File: src/rtl/ids_pkg.sv
// Shared types, widths and request codes of the indexed deque store.
package ids_pkg;

  // Fixed field widths of the request and result channels.
  localparam int REQ_W      = 4;
  localparam int POS_W      = 5;
  localparam int PORT_REC_W = 32;
  localparam int COUNT_W    = 5;
  localparam int STATUS_W   = 2;

  // Default storage shape.
  localparam int DEF_DEPTH        = 16;
  localparam int DEF_RECORD_WIDTH = 32;

  // Request kinds carried in req_type.
  typedef enum logic [REQ_W-1:0] {
    REQ_PUSH_BACK  = 4'd0,
    REQ_PUSH_FRONT = 4'd1,
    REQ_POP_BACK   = 4'd2,
    REQ_POP_FRONT  = 4'd3,
    REQ_INSERT_AT  = 4'd4,
    REQ_DELETE_AT  = 4'd5,
    REQ_GET_AT     = 4'd6,
    REQ_PEEK_FRONT = 4'd7,
    REQ_PEEK_BACK  = 4'd8,
    REQ_CLEAR      = 4'd9
  } req_kind_t;

  // Result status codes.
  typedef enum logic [STATUS_W-1:0] {
    ST_OK    = 2'd0,
    ST_RANGE = 2'd1,
    ST_FULL  = 2'd2
  } status_t;

  // One finished result as handed to the output stage.
  typedef struct packed {
    logic [PORT_REC_W-1:0] record_out;
    logic [COUNT_W-1:0]    entry_count;
    status_t               status;
  } rsp_t;

endpackage

File: src/rtl/ids_req_if.sv
// Request channel of the indexed deque store.
interface ids_req_if
  import ids_pkg::*;
  ();
  logic                  valid;
  logic                  ready;
  logic [REQ_W-1:0]      req_type;
  logic [POS_W-1:0]      position;
  logic [PORT_REC_W-1:0] record_in;

  modport source (output valid, output req_type, output position, output record_in,
                  input ready);
  modport sink (input valid, input req_type, input position, input record_in,
                output ready);
endinterface

File: src/rtl/ids_rsp_if.sv
// Result channel of the indexed deque store.
interface ids_rsp_if
  import ids_pkg::*;
  ();
  logic                  valid;
  logic                  ready;
  logic [PORT_REC_W-1:0] record_out;
  logic [COUNT_W-1:0]    entry_count;
  logic [STATUS_W-1:0]   status;

  modport source (output valid, output record_out, output entry_count, output status,
                  input ready);
  modport sink (input valid, input record_out, input entry_count, input status,
                output ready);
endinterface

File: src/rtl/ids_out_reg.sv
// Output register that holds one finished result until the consumer takes it.
module ids_out_reg
  import ids_pkg::*;
(
  input  logic            clk,
  input  logic            rst_n,
  input  logic            ld_valid,
  output logic            ld_ready,
  input  rsp_t            ld_data,
  ids_rsp_if.source       out_rsp
);

  logic valid_r;
  rsp_t data_r;

  // A new result may enter when the register is empty or is being drained.
  assign ld_ready = !valid_r || out_rsp.ready;

  always_ff @(posedge clk) begin
    if (!rst_n) begin
      valid_r <= 1'b0;
    end else if (ld_ready) begin
      valid_r <= ld_valid;
    end
    if (ld_ready && ld_valid) begin
      data_r <= ld_data;
    end
  end

  // Drive the result channel from the register.
  assign out_rsp.valid       = valid_r;
  assign out_rsp.record_out  = data_r.record_out;
  assign out_rsp.entry_count = data_r.entry_count;
  assign out_rsp.status      = data_r.status;

endmodule

File: src/rtl/indexed_deque_store_core.sv
// Indexed deque store: an ordered store of up to DEPTH records in one
// memory with one write and one registered read port. One request is
// taken at a time. A small sequencer shifts records one slot per cycle
// through the memory ports: push_front, pop_front, insert and delete move
// each record between the index and the back of the store, while
// push_back, pop_back, get, peek, clear and all errors move none. The
// result sits in an output register, so the next request is taken while
// the previous result still waits to be read.
module indexed_deque_store_core
  import ids_pkg::*;
#(
  parameter int DEPTH        = DEF_DEPTH,
  parameter int RECORD_WIDTH = DEF_RECORD_WIDTH
) (
  input  logic      clk,
  input  logic      rst_n,
  ids_req_if.sink   in_req,
  ids_rsp_if.source out_rsp
);

  localparam int AW = (DEPTH > 1) ? $clog2(DEPTH) : 1;
  localparam int CW = $clog2(DEPTH + 1);
  localparam int PW = ((CW > POS_W) ? CW : POS_W) + 1;

  typedef enum logic [2:0] {
    S_IDLE,
    S_EXEC,
    S_UP_WR,
    S_FILL,
    S_RD_WAIT,
    S_DN_WR,
    S_DONE
  } state_t;

  state_t                  state_r, state_nxt;
  logic [CW-1:0]           count_r, count_nxt;
  req_kind_t               op_r, op_nxt;
  logic [POS_W-1:0]        pos_r, pos_nxt;
  logic [RECORD_WIDTH-1:0] rec_r, rec_nxt;
  logic [AW-1:0]           at_r, at_nxt;
  logic [AW-1:0]           cur_r, cur_nxt;
  logic [RECORD_WIDTH-1:0] data_r, data_nxt;
  status_t                 status_r, status_nxt;

  // Record memory and its port controls.
  logic [RECORD_WIDTH-1:0] mem [DEPTH];
  logic [RECORD_WIDTH-1:0] rd_data_r;
  logic                    mem_we;
  logic [AW-1:0]           mem_waddr;
  logic [RECORD_WIDTH-1:0] mem_wdata;
  logic                    mem_re;
  logic [AW-1:0]           mem_raddr;

  logic    in_acc;
  logic    ld_valid;
  logic    ld_ready;
  rsp_t    ld_data;
  logic    full;
  logic    empty;
  logic [AW-1:0] last_idx;
  logic [AW-1:0] cnt_idx;
  logic [AW-1:0] cur_dec;
  logic [AW-1:0] ins_at;
  logic [PW-1:0] pos_ext;
  logic [PW-1:0] cnt_ext;
  logic [PW-1:0] cur1_ext;
  logic [PW-1:0] cur2_ext;

  assign in_req.ready = (state_r == S_IDLE);
  assign in_acc       = in_req.valid && in_req.ready;

  // Index arithmetic shared by the sequencer states.
  assign full     = (count_r == CW'(DEPTH));
  assign empty    = (count_r == '0);
  assign last_idx = AW'(count_r - CW'(1));
  assign cnt_idx  = AW'(count_r);
  assign cur_dec  = cur_r - AW'(1);
  assign pos_ext  = PW'(pos_r);
  assign cnt_ext  = PW'(count_r);
  assign cur1_ext = PW'(cur_r) + PW'(1);
  assign cur2_ext = PW'(cur_r) + PW'(2);

  always_comb begin
    case (op_r)
      REQ_PUSH_BACK:  ins_at = cnt_idx;
      REQ_PUSH_FRONT: ins_at = '0;
      default:        ins_at = AW'(pos_r);
    endcase
  end

  // Sequencer: decode the request, then move records one slot per cycle.
  always_comb begin
    state_nxt  = state_r;
    count_nxt  = count_r;
    op_nxt     = op_r;
    pos_nxt    = pos_r;
    rec_nxt    = rec_r;
    at_nxt     = at_r;
    cur_nxt    = cur_r;
    data_nxt   = data_r;
    status_nxt = status_r;
    mem_we     = 1'b0;
    mem_waddr  = cur_r;
    mem_wdata  = rd_data_r;
    mem_re     = 1'b0;
    mem_raddr  = cur_dec;
    ld_valid   = 1'b0;

    case (state_r)
      S_IDLE: begin
        if (in_acc) begin
          op_nxt    = req_kind_t'(in_req.req_type);
          pos_nxt   = in_req.position;
          rec_nxt   = RECORD_WIDTH'(in_req.record_in);
          state_nxt = S_EXEC;
        end
      end

      S_EXEC: begin
        data_nxt   = '0;
        status_nxt = ST_OK;
        state_nxt  = S_DONE;
        case (op_r)
          REQ_PUSH_BACK, REQ_PUSH_FRONT, REQ_INSERT_AT: begin
            if (op_r == REQ_INSERT_AT && pos_ext > cnt_ext) begin
              status_nxt = ST_RANGE;
            end else if (full) begin
              status_nxt = ST_FULL;
            end else begin
              at_nxt  = ins_at;
              cur_nxt = cnt_idx;
              if (cnt_idx == ins_at) begin
                state_nxt = S_FILL;
              end else begin
                // Fetch the record that moves into the slot at the back.
                mem_re    = 1'b1;
                mem_raddr = cnt_idx - AW'(1);
                state_nxt = S_UP_WR;
              end
            end
          end
          REQ_POP_BACK, REQ_POP_FRONT, REQ_PEEK_FRONT, REQ_PEEK_BACK: begin
            if (empty) begin
              status_nxt = ST_RANGE;
            end else begin
              mem_re = 1'b1;
              if (op_r == REQ_POP_BACK || op_r == REQ_PEEK_BACK) begin
                mem_raddr = last_idx;
                cur_nxt   = last_idx;
              end else begin
                mem_raddr = '0;
                cur_nxt   = '0;
              end
              state_nxt = S_RD_WAIT;
            end
          end
          REQ_DELETE_AT, REQ_GET_AT: begin
            if (pos_ext >= cnt_ext) begin
              status_nxt = ST_RANGE;
            end else begin
              mem_re    = 1'b1;
              mem_raddr = AW'(pos_r);
              cur_nxt   = AW'(pos_r);
              state_nxt = S_RD_WAIT;
            end
          end
          REQ_CLEAR: begin
            count_nxt = '0;
          end
          default: begin
            status_nxt = ST_RANGE;
          end
        endcase
      end

      // Open a gap: write each fetched record one slot further back.
      S_UP_WR: begin
        mem_we    = 1'b1;
        mem_waddr = cur_r;
        mem_wdata = rd_data_r;
        cur_nxt   = cur_dec;
        if (cur_dec == at_r) begin
          state_nxt = S_FILL;
        end else begin
          mem_re    = 1'b1;
          mem_raddr = cur_dec - AW'(1);
        end
      end

      // Store the new record in the gap.
      S_FILL: begin
        mem_we    = 1'b1;
        mem_waddr = at_r;
        mem_wdata = rec_r;
        count_nxt = count_r + CW'(1);
        state_nxt = S_DONE;
      end

      // The addressed record has arrived from the memory.
      S_RD_WAIT: begin
        data_nxt  = rd_data_r;
        state_nxt = S_DONE;
        case (op_r)
          REQ_POP_BACK: begin
            count_nxt = count_r - CW'(1);
          end
          REQ_POP_FRONT, REQ_DELETE_AT: begin
            if (cur1_ext < cnt_ext) begin
              mem_re    = 1'b1;
              mem_raddr = AW'(cur1_ext);
              state_nxt = S_DN_WR;
            end else begin
              count_nxt = count_r - CW'(1);
            end
          end
          default: begin
          end
        endcase
      end

      // Close a gap: write each fetched record one slot further forward.
      S_DN_WR: begin
        mem_we    = 1'b1;
        mem_waddr = cur_r;
        mem_wdata = rd_data_r;
        cur_nxt   = AW'(cur1_ext);
        if (cur2_ext < cnt_ext) begin
          mem_re    = 1'b1;
          mem_raddr = AW'(cur2_ext);
        end else begin
          count_nxt = count_r - CW'(1);
          state_nxt = S_DONE;
        end
      end

      // Hand the result to the output register.
      S_DONE: begin
        ld_valid = 1'b1;
        if (ld_ready) begin
          state_nxt = S_IDLE;
        end
      end

      default: begin
        state_nxt = S_IDLE;
      end
    endcase
  end

  always_ff @(posedge clk) begin
    if (!rst_n) begin
      state_r <= S_IDLE;
      count_r <= '0;
    end else begin
      state_r <= state_nxt;
      count_r <= count_nxt;
    end
    op_r     <= op_nxt;
    pos_r    <= pos_nxt;
    rec_r    <= rec_nxt;
    at_r     <= at_nxt;
    cur_r    <= cur_nxt;
    data_r   <= data_nxt;
    status_r <= status_nxt;
  end

  // Memory write port.
  always_ff @(posedge clk) begin
    if (mem_we) begin
      mem[mem_waddr] <= mem_wdata;
    end
  end

  // Memory read port with registered data.
  always_ff @(posedge clk) begin
    if (mem_re) begin
      rd_data_r <= mem[mem_raddr];
    end
  end

  // Result as seen by the output register.
  assign ld_data.record_out  = PORT_REC_W'(data_r);
  assign ld_data.entry_count = COUNT_W'(count_r);
  assign ld_data.status      = status_r;

  ids_out_reg u_out_reg (
    .clk      (clk),
    .rst_n    (rst_n),
    .ld_valid (ld_valid),
    .ld_ready (ld_ready),
    .ld_data  (ld_data),
    .out_rsp  (out_rsp)
  );

`ifndef SYNTHESIS
  // The count never exceeds the capacity of the store.
  a_count_range: assert property (@(posedge clk) disable iff (!rst_n)
    count_r <= CW'(DEPTH))
    else $error("record count above capacity");

  // An accepted request always starts the sequencer.
  a_accept_starts: assert property (@(posedge clk) disable iff (!rst_n)
    in_acc |=> state_r == S_EXEC)
    else $error("accepted request did not start the sequencer");

  // Opening a gap never passes the insert position.
  a_up_bound: assert property (@(posedge clk) disable iff (!rst_n)
    state_r == S_UP_WR |-> cur_r > at_r)
    else $error("gap opening moved past the insert position");

  // Closing a gap never reads beyond the last held record.
  a_dn_bound: assert property (@(posedge clk) disable iff (!rst_n)
    state_r == S_DN_WR |-> cur1_ext < cnt_ext)
    else $error("gap closing moved past the last record");

  // The count changes only while a request is being worked on.
  a_count_quiet: assert property (@(posedge clk) disable iff (!rst_n)
    (state_r == S_IDLE || state_r == S_DONE) |=> $stable(count_r))
    else $error("record count changed outside a request");
`endif

endmodule

File: src/flat_wrapper.sv
// flat-port wrapper written by rule: the top's interface ports become plain ports
module indexed_deque_store_core_flat import ids_pkg::*;
#(
  parameter int DEPTH        = DEF_DEPTH,
  parameter int RECORD_WIDTH = DEF_RECORD_WIDTH
)
  (clk, rst_n, in_req_valid, in_req_req_type, in_req_position, in_req_record_in, in_req_ready, out_rsp_valid, out_rsp_record_out, out_rsp_entry_count, out_rsp_status, out_rsp_ready);
  ids_req_if in_req_i ();
  ids_rsp_if out_rsp_i ();
  input  logic clk;
  input  logic rst_n;
  input wire logic [$bits(in_req_i.valid)-1:0] in_req_valid;
  input wire logic [$bits(in_req_i.req_type)-1:0] in_req_req_type;
  input wire logic [$bits(in_req_i.position)-1:0] in_req_position;
  input wire logic [$bits(in_req_i.record_in)-1:0] in_req_record_in;
  output wire logic [$bits(in_req_i.ready)-1:0] in_req_ready;
  output wire logic [$bits(out_rsp_i.valid)-1:0] out_rsp_valid;
  output wire logic [$bits(out_rsp_i.record_out)-1:0] out_rsp_record_out;
  output wire logic [$bits(out_rsp_i.entry_count)-1:0] out_rsp_entry_count;
  output wire logic [$bits(out_rsp_i.status)-1:0] out_rsp_status;
  input wire logic [$bits(out_rsp_i.ready)-1:0] out_rsp_ready;
  assign in_req_i.valid = in_req_valid;
  assign in_req_i.req_type = in_req_req_type;
  assign in_req_i.position = in_req_position;
  assign in_req_i.record_in = in_req_record_in;
  assign in_req_ready = in_req_i.ready;
  assign out_rsp_valid = out_rsp_i.valid;
  assign out_rsp_record_out = out_rsp_i.record_out;
  assign out_rsp_entry_count = out_rsp_i.entry_count;
  assign out_rsp_status = out_rsp_i.status;
  assign out_rsp_i.ready = out_rsp_ready;
  indexed_deque_store_core #(.DEPTH(DEPTH), .RECORD_WIDTH(RECORD_WIDTH)) u_core (.clk(clk), .rst_n(rst_n), .in_req(in_req_i), .out_rsp(out_rsp_i));
endmodule
File: config.mk
export PLATFORM = sky130hd
export DESIGN_NAME = indexed_deque_store_core_flat
export DESIGN_NICKNAME = d
export VERILOG_FILES = /design/src/rtl/ids_pkg.sv /design/src/rtl/ids_req_if.sv /design/src/rtl/ids_rsp_if.sv /design/src/rtl/ids_out_reg.sv /design/src/rtl/indexed_deque_store_core.sv /design/src/flat_wrapper.sv
export SDC_FILE = /design/constraint.sdc
export NUM_CORES = 1
export LEC_CHECK = 0
export BUFFER_PORTS_ARGS = -buffer_cell sky130_fd_sc_hd__clkbuf_2
export CORE_UTILIZATION = 55
export CTS_CLUSTER_DIAMETER = 80
export DETAILED_ROUTE_END_ITERATION = 16
export MAX_ROUTING_LAYER = met4
export PLACE_DENSITY = 0.82
export SLEW_MARGIN = 25
export SYNTH_ARGS = -nofsm -noshare
export SYNTH_HDL_FRONTEND = slang
export SYNTH_SLANG_ARGS = --single-unit
File: constraint.sdc
create_clock -name clk -period 4.6 [get_ports clk]
set_input_delay 0.46 -clock clk [delete_from_list [all_inputs] [get_ports clk]]
set_output_delay 0.46 -clock clk [all_outputs]
set_load 0.05 [all_outputs]
After elaboration in Yosys (flattened, before gate mapping):

Memory sizes are Yosys's and may differ from the RTL's. A register that Yosys moved wholly into a read port is not among the register bits.
Cells that the tools add are included.

* bits in read-only memories: 0
* memory bits (writable): 512
* bits in latches: 0
* output and inout bits: 41
* bits in registers: 131
* word-level logic and storage cells: 139
* memories kept: 1
* input bits: 45

* shift operators: 0
* equality and inequality tests: 30
* order comparisons: 4
* reduce and logical (&&, ||, !) cells: 22
* $mul: 0
* div/mod/pow operators: 0
* add/sub/neg operators: 7
* muxes and demuxes: 60
* bitwise logic cells: 2

Memory list
* u_core.mem: words 16, bits a word 32, read ports 1, clocked after memory_dff 1, wr ports 1, line indexed_deque_store_core.sv:46 `logic [RECORD_WIDTH-1:0] mem [DEPTH];`

Operators by type and width (count)
* $pmux W32 S2: 1
* $mux W4: 15
* $pmux W4 S3: 3
* $mux W32: 1
* $mux W3: 7
* $pmux W3 S7: 1
* $pmux W5 S4: 1
* $eq A4 B3 Y1 const B: 4
* $mux W1: 16
* $pmux W4 S4: 1
* $mux W5: 3
* $ne A3 B3 Y1 const B: 5
* $lt A6 B5 Y1: 2
* $sub A4 B1 Y4 const B: 3
* $mux W2: 5
* $pmux W5 S2: 1
* $eq A3 B3 Y1 const B: 3
* $pmux W3 S3: 1
* $eq A4 B2 Y1 const B: 2
* $eq A4 B4 Y1: 2
* $eq A4 B4 Y1 const B: 2
* $ne A2 B2 Y1 const B: 4
* $pmux W2 S4: 1
* $pmux W4 S2: 1
* other kinds (32): 40

Longest topological paths before layout:

* word-level depth: 8
* mapped depth: 16
* depth with buffers taken out: 13

By module:

From an unflattened synthesis, not the netlist that was laid out.

* cells, all modules: 1643
* area, all modules: 27092.2 um2

By module, submodules not included
* indexed_deque_store_core: area each 25863.6 um2, cells each 1599, times used 1
* ids_out_reg: area each 1228.7 um2, cells each 44, times used 1

Worst setup path before layout:

OpenSTA, ideal clock, no wires.

* kind: reg-to-reg
* from: reg u_core.state_r[1]
* to: reg u_core.u_out_reg.data_r, in the netlist u_core.u_out_reg.out_rsp.entry_count[0] (enable)
* required time: 4.108 ns
* path buffers: 1
* cell stages (with the launch flop): 4
* clock period less this slack: 4.199 ns
* slack: 0.401 ns
* data arrival time: 3.707 ns
* cell sequence: dfxtp_1 clkbuf_1 nand2_1 nor3b_1

* word-level cells in the longest chain between the ends: 3

Ends and longest elaborated chain
* from (decl): line indexed_deque_store_core.sv:35 `state_t state_r, state_nxt;`
* from (signal assigned): line indexed_deque_store_core.sv:255 `state_r <= state_nxt;`
* $eq A3 B3 Y1: line indexed_deque_store_core.sv:109 `case (state_r)`
* $mux W1: line indexed_deque_store_core.sv:109
* $logic_and A1 B1 Y1: line ids_out_reg.sv:25 `if (ld_ready && ld_valid) begin`
* to (signal assigned): line ids_out_reg.sv:26 `data_r <= ld_data;`
* to (decl): line ids_out_reg.sv:14 `rsp_t data_r;`

No other way between the ends.
A chain may end at the register's enable or synchronous reset.

Worst setup path after layout:

* from: reg u_core.cur_r[0]
* to: reg u_core.rd_data_r[26], read port of u_core.mem, data pin

* word-level cells in the longest chain between the ends: 6

Ends and longest elaborated chain
* from (decl): line indexed_deque_store_core.sv:41 `logic [AW-1:0] cur_r, cur_nxt;`
* from (signal assigned): line indexed_deque_store_core.sv:262 `cur_r <= cur_nxt;`
* parallel branches: the longest is 6 deep, another holds $lt A6 B5 Y1
* to (decl): line indexed_deque_store_core.sv:47 `logic [RECORD_WIDTH-1:0] rd_data_r;`

Several ways; the timed one is not identified.

==> metrics <==
mapped cell area=28090 um2; Setup violations, final=0; H-tree depth=3; final hold violations=0; commonest cells after routing, fill and taps aside=edfxtp_1, nand3_1, mux2i_1, nand2_1, and3_1; Worst Skew=0.02289 ns; initial antenna violation count=0; Die Area=51990 um2; Post-CTS Hold Fix Bufs=0; crit start category=flop; xor/xnor cell area share of the yosys netlist=0.005166; Yosys top cell area share=0.7119; Yosys reg bits=675; Die Ht=228.0 um; drt pass-1 iters=6; Post-Synth Simple-Gate Area=0.09931; num ports=86; Worst path slowest cell=or4_1; min cycle time layout=4.361 ns; TritonCTS buffer count=67; Max-slew headroom=0.3190; crit path DAT=4.72 ns; DP HPWL=38850 um; critical-path maximum fanout=24; Yosys warning count=0; ys flop type=edfxtp_1; EDFF count, synth=666; detailed-route via count=17810; clk sinks=675; Area growth, synth to finish=13.51%; compound-gate portion of the synthesized area=0.09553; main combinational cell family by area after synthesis=simple AND/OR/NAND/NOR gates; CTS root buffer=clkbuf_16; Syn Nets=1967; Max Transition Viols Final=0; CTS Buffer Depth=3; GRT overflow=0; layout cells sized above 1=0.1515; die width=228.0 um; Worst Path Class, Setup=flop to flop; Core ar.=50270 um2; CP most frequent cell=ha_1; nets=2062; Cell variety after synth=77; gpl congestion=0.9180; wire per inst=26.73 um; Post-DP Area=29740 um2; first-pass GRT wire length=107500 um; Avg Synthesized Cell Area=14.78 um2; Vias/cell=6.551; drt total wl=72660 um; most common cell after layout, fill and taps aside=edfxtp_1; Total Routing Usage GR=0.2844; Worst Setup End Kind=flop; Slew @ Worst Pin=1.022 ns; number of remaining DRC errors=0; CP Cell Sequence=ha_1 -> xnor2_1 -> inv_1 -> ha_1 -> o211ai_1 -> a21oi_1 -> or4_1 -> nand4_1 -> o311ai_0 -> nor3_2 -> buf_4 -> nor3b_4 -> buf_12 -> a22o_1 -> nor4_1; Max-Cap Viols=0; Clock Latency Late Sink=0.61 ns; initial core utilization=0.5588; largest net degree at the start of global routing=101; mux cell area share after synthesis=0.04707; Post-Synth Adder-Cell Area=0.009352; Seq/Total Area, Yosys=0.7183; row cnt=82; Tcrit/Tclk final=0.9480; dominant cells by area after synthesis=edfxtp_1, mux2i_1, nand3_1, and3_1, a22o_1; Mapped Cells=1901; Bufs and invs on worst path=3; number of routed nets with antenna violations=0; # diodes=0; Setup TNS=0 ns; Starting DRT DRC Count=2469; Crit path largest cell delay=0.71 ns; status=finished, final reports clean; RSZ-0062 raised after global routing=no; number of port buffers=85; vias in the first global route=17820; CTS tree=yes; Fin Hold WS=0.02544 ns; Worst EP required=4.96 ns; Yosys top cell by area=edfxtp_1; Worst path top cell family by delay=simple AND/OR/NAND/NOR gates; clock slew at reported path FFs=0.06 ns; Achievable Freq=229.3 MHz; fraction of registers with async set/reset=0; Hold/Removal Path Class=input pin to flop; post-route cell area=31890 um2
[synth_stat cells, drive strengths merged, types with 12 or more instances]
| cell | instances |
|---|---|
| nor2 | 47 |
| mux2i | 131 |
| nor4 | 35 |
| and3 | 100 |
| nand3 | 138 |
| a21oi | 83 |
| o21ai | 88 |
| nand2b | 12 |
| a22o | 66 |
| edfxtp | 666 |
| buf | 60 |
| ha | 21 |
| nand2 | 127 |
| a211o | 64 |
| nor3 | 20 |
| inv | 19 |
| clkbuf | 77 |
[metrics by stage]
stage               cells  worst slack [ns]  utilization
floorplan            1901            0.4011            -
global placement     2595            0.4308       0.5916
detailed placement   2595            0.2873       0.5916
CTS                  2714            0.2657       0.6333
global route         2718           0.02095       0.6343
finish               2718            0.2393       0.6343
[sequential cells by signal (all words and copies together) (netlist names), 5 cells and up]
signal / flops
u_core.mem: 512
u_core.data_r: 32
u_core.count_r: 5
u_core.rd_data_r: 32
u_core.u_out_reg.out_rsp.entry_count: 5
u_core.u_out_reg.out_rsp.record_out: 32
u_core.pos_r: 5
u_core.rec_r: 32
[worst register-to-register path: stages, from the launching register on]
cell	delay, ns
edfxtp_1	0.50
ha_1	0.28
xnor2_1	0.24
inv_1	0.10
ha_1	0.28
o211ai_1	0.16
a21oi_1	0.09
or4_1	0.71
nand4_1	0.20
o311ai_0	0.21
nor3_2	0.36
buf_4	0.20
nor3b_4	0.26
buf_12	0.26
a22o_1	0.21
nor4_1	0.07
[worst paths after layout]
check                           slack (ns)                            start  cells after the start                                           endpoint
worst max-delay path                  0.24        u_core.cur_r[0]$_DFFE_PP_                     15                     u_core.rd_data_r[26]$_DFFE_PP_
worst min-delay path                  0.03             in_req_record_in[12]                      1                         u_core.rec_r[12]$_DFFE_PP_
worst max register to register        0.24        u_core.cur_r[0]$_DFFE_PP_                     15                     u_core.rd_data_r[26]$_DFFE_PP_
worst min register to register        0.41  u_core.data_r[20]$_SDFFCE_PN0P_                      0  u_core.u_out_reg.out_rsp.record_out[20]$_DFFE_PP_
[cell families (layout without fill, tap and decap cells)]
logic type      count (synthesis)  in the layout
flops                         675            675
simple gates                  520            520
compound gates                382            382
buf+inv                       156            301
mux                           132            132
fa+ha+maj                      21             21
xor+xnor                       15             15
[what timing repair did]
item                       4_1_cts  5_1_grt
hold endpoints to repair         0        0
buffers inserted                 0        3
gates resized for setup          0        2
setup endpoints to repair        0        9
[layer usage]
| metal | vias up | wire, um | global-route usage |
|---|---|---|---|
| met3 | 209 | 7890 | 0.04625 |
| li1 | 7660 | - | - |
| met2 | 1221 | 35400 | 0.4529 |
| met1 | 8716 | 26810 | 0.3641 |
| met4 | 0 | 2561 | 0.1208 |
| met5 | - | 0 | - |
[area by class of cell]
cell class,count,area [um2]
Sequential cell,675,20180
Fill cell,3433,18380
Multi-Input combinational cell,1070,7406
Clock buffer,86,1748
Timing Repair Buffer,163,1295
Tap cell,672,840.8
Clock inverter,33,350.3
Inverter,19,71.32
Power is not shown: default switching activity piles up to over one toggle a cycle in this logic, so the estimate is an artifact.
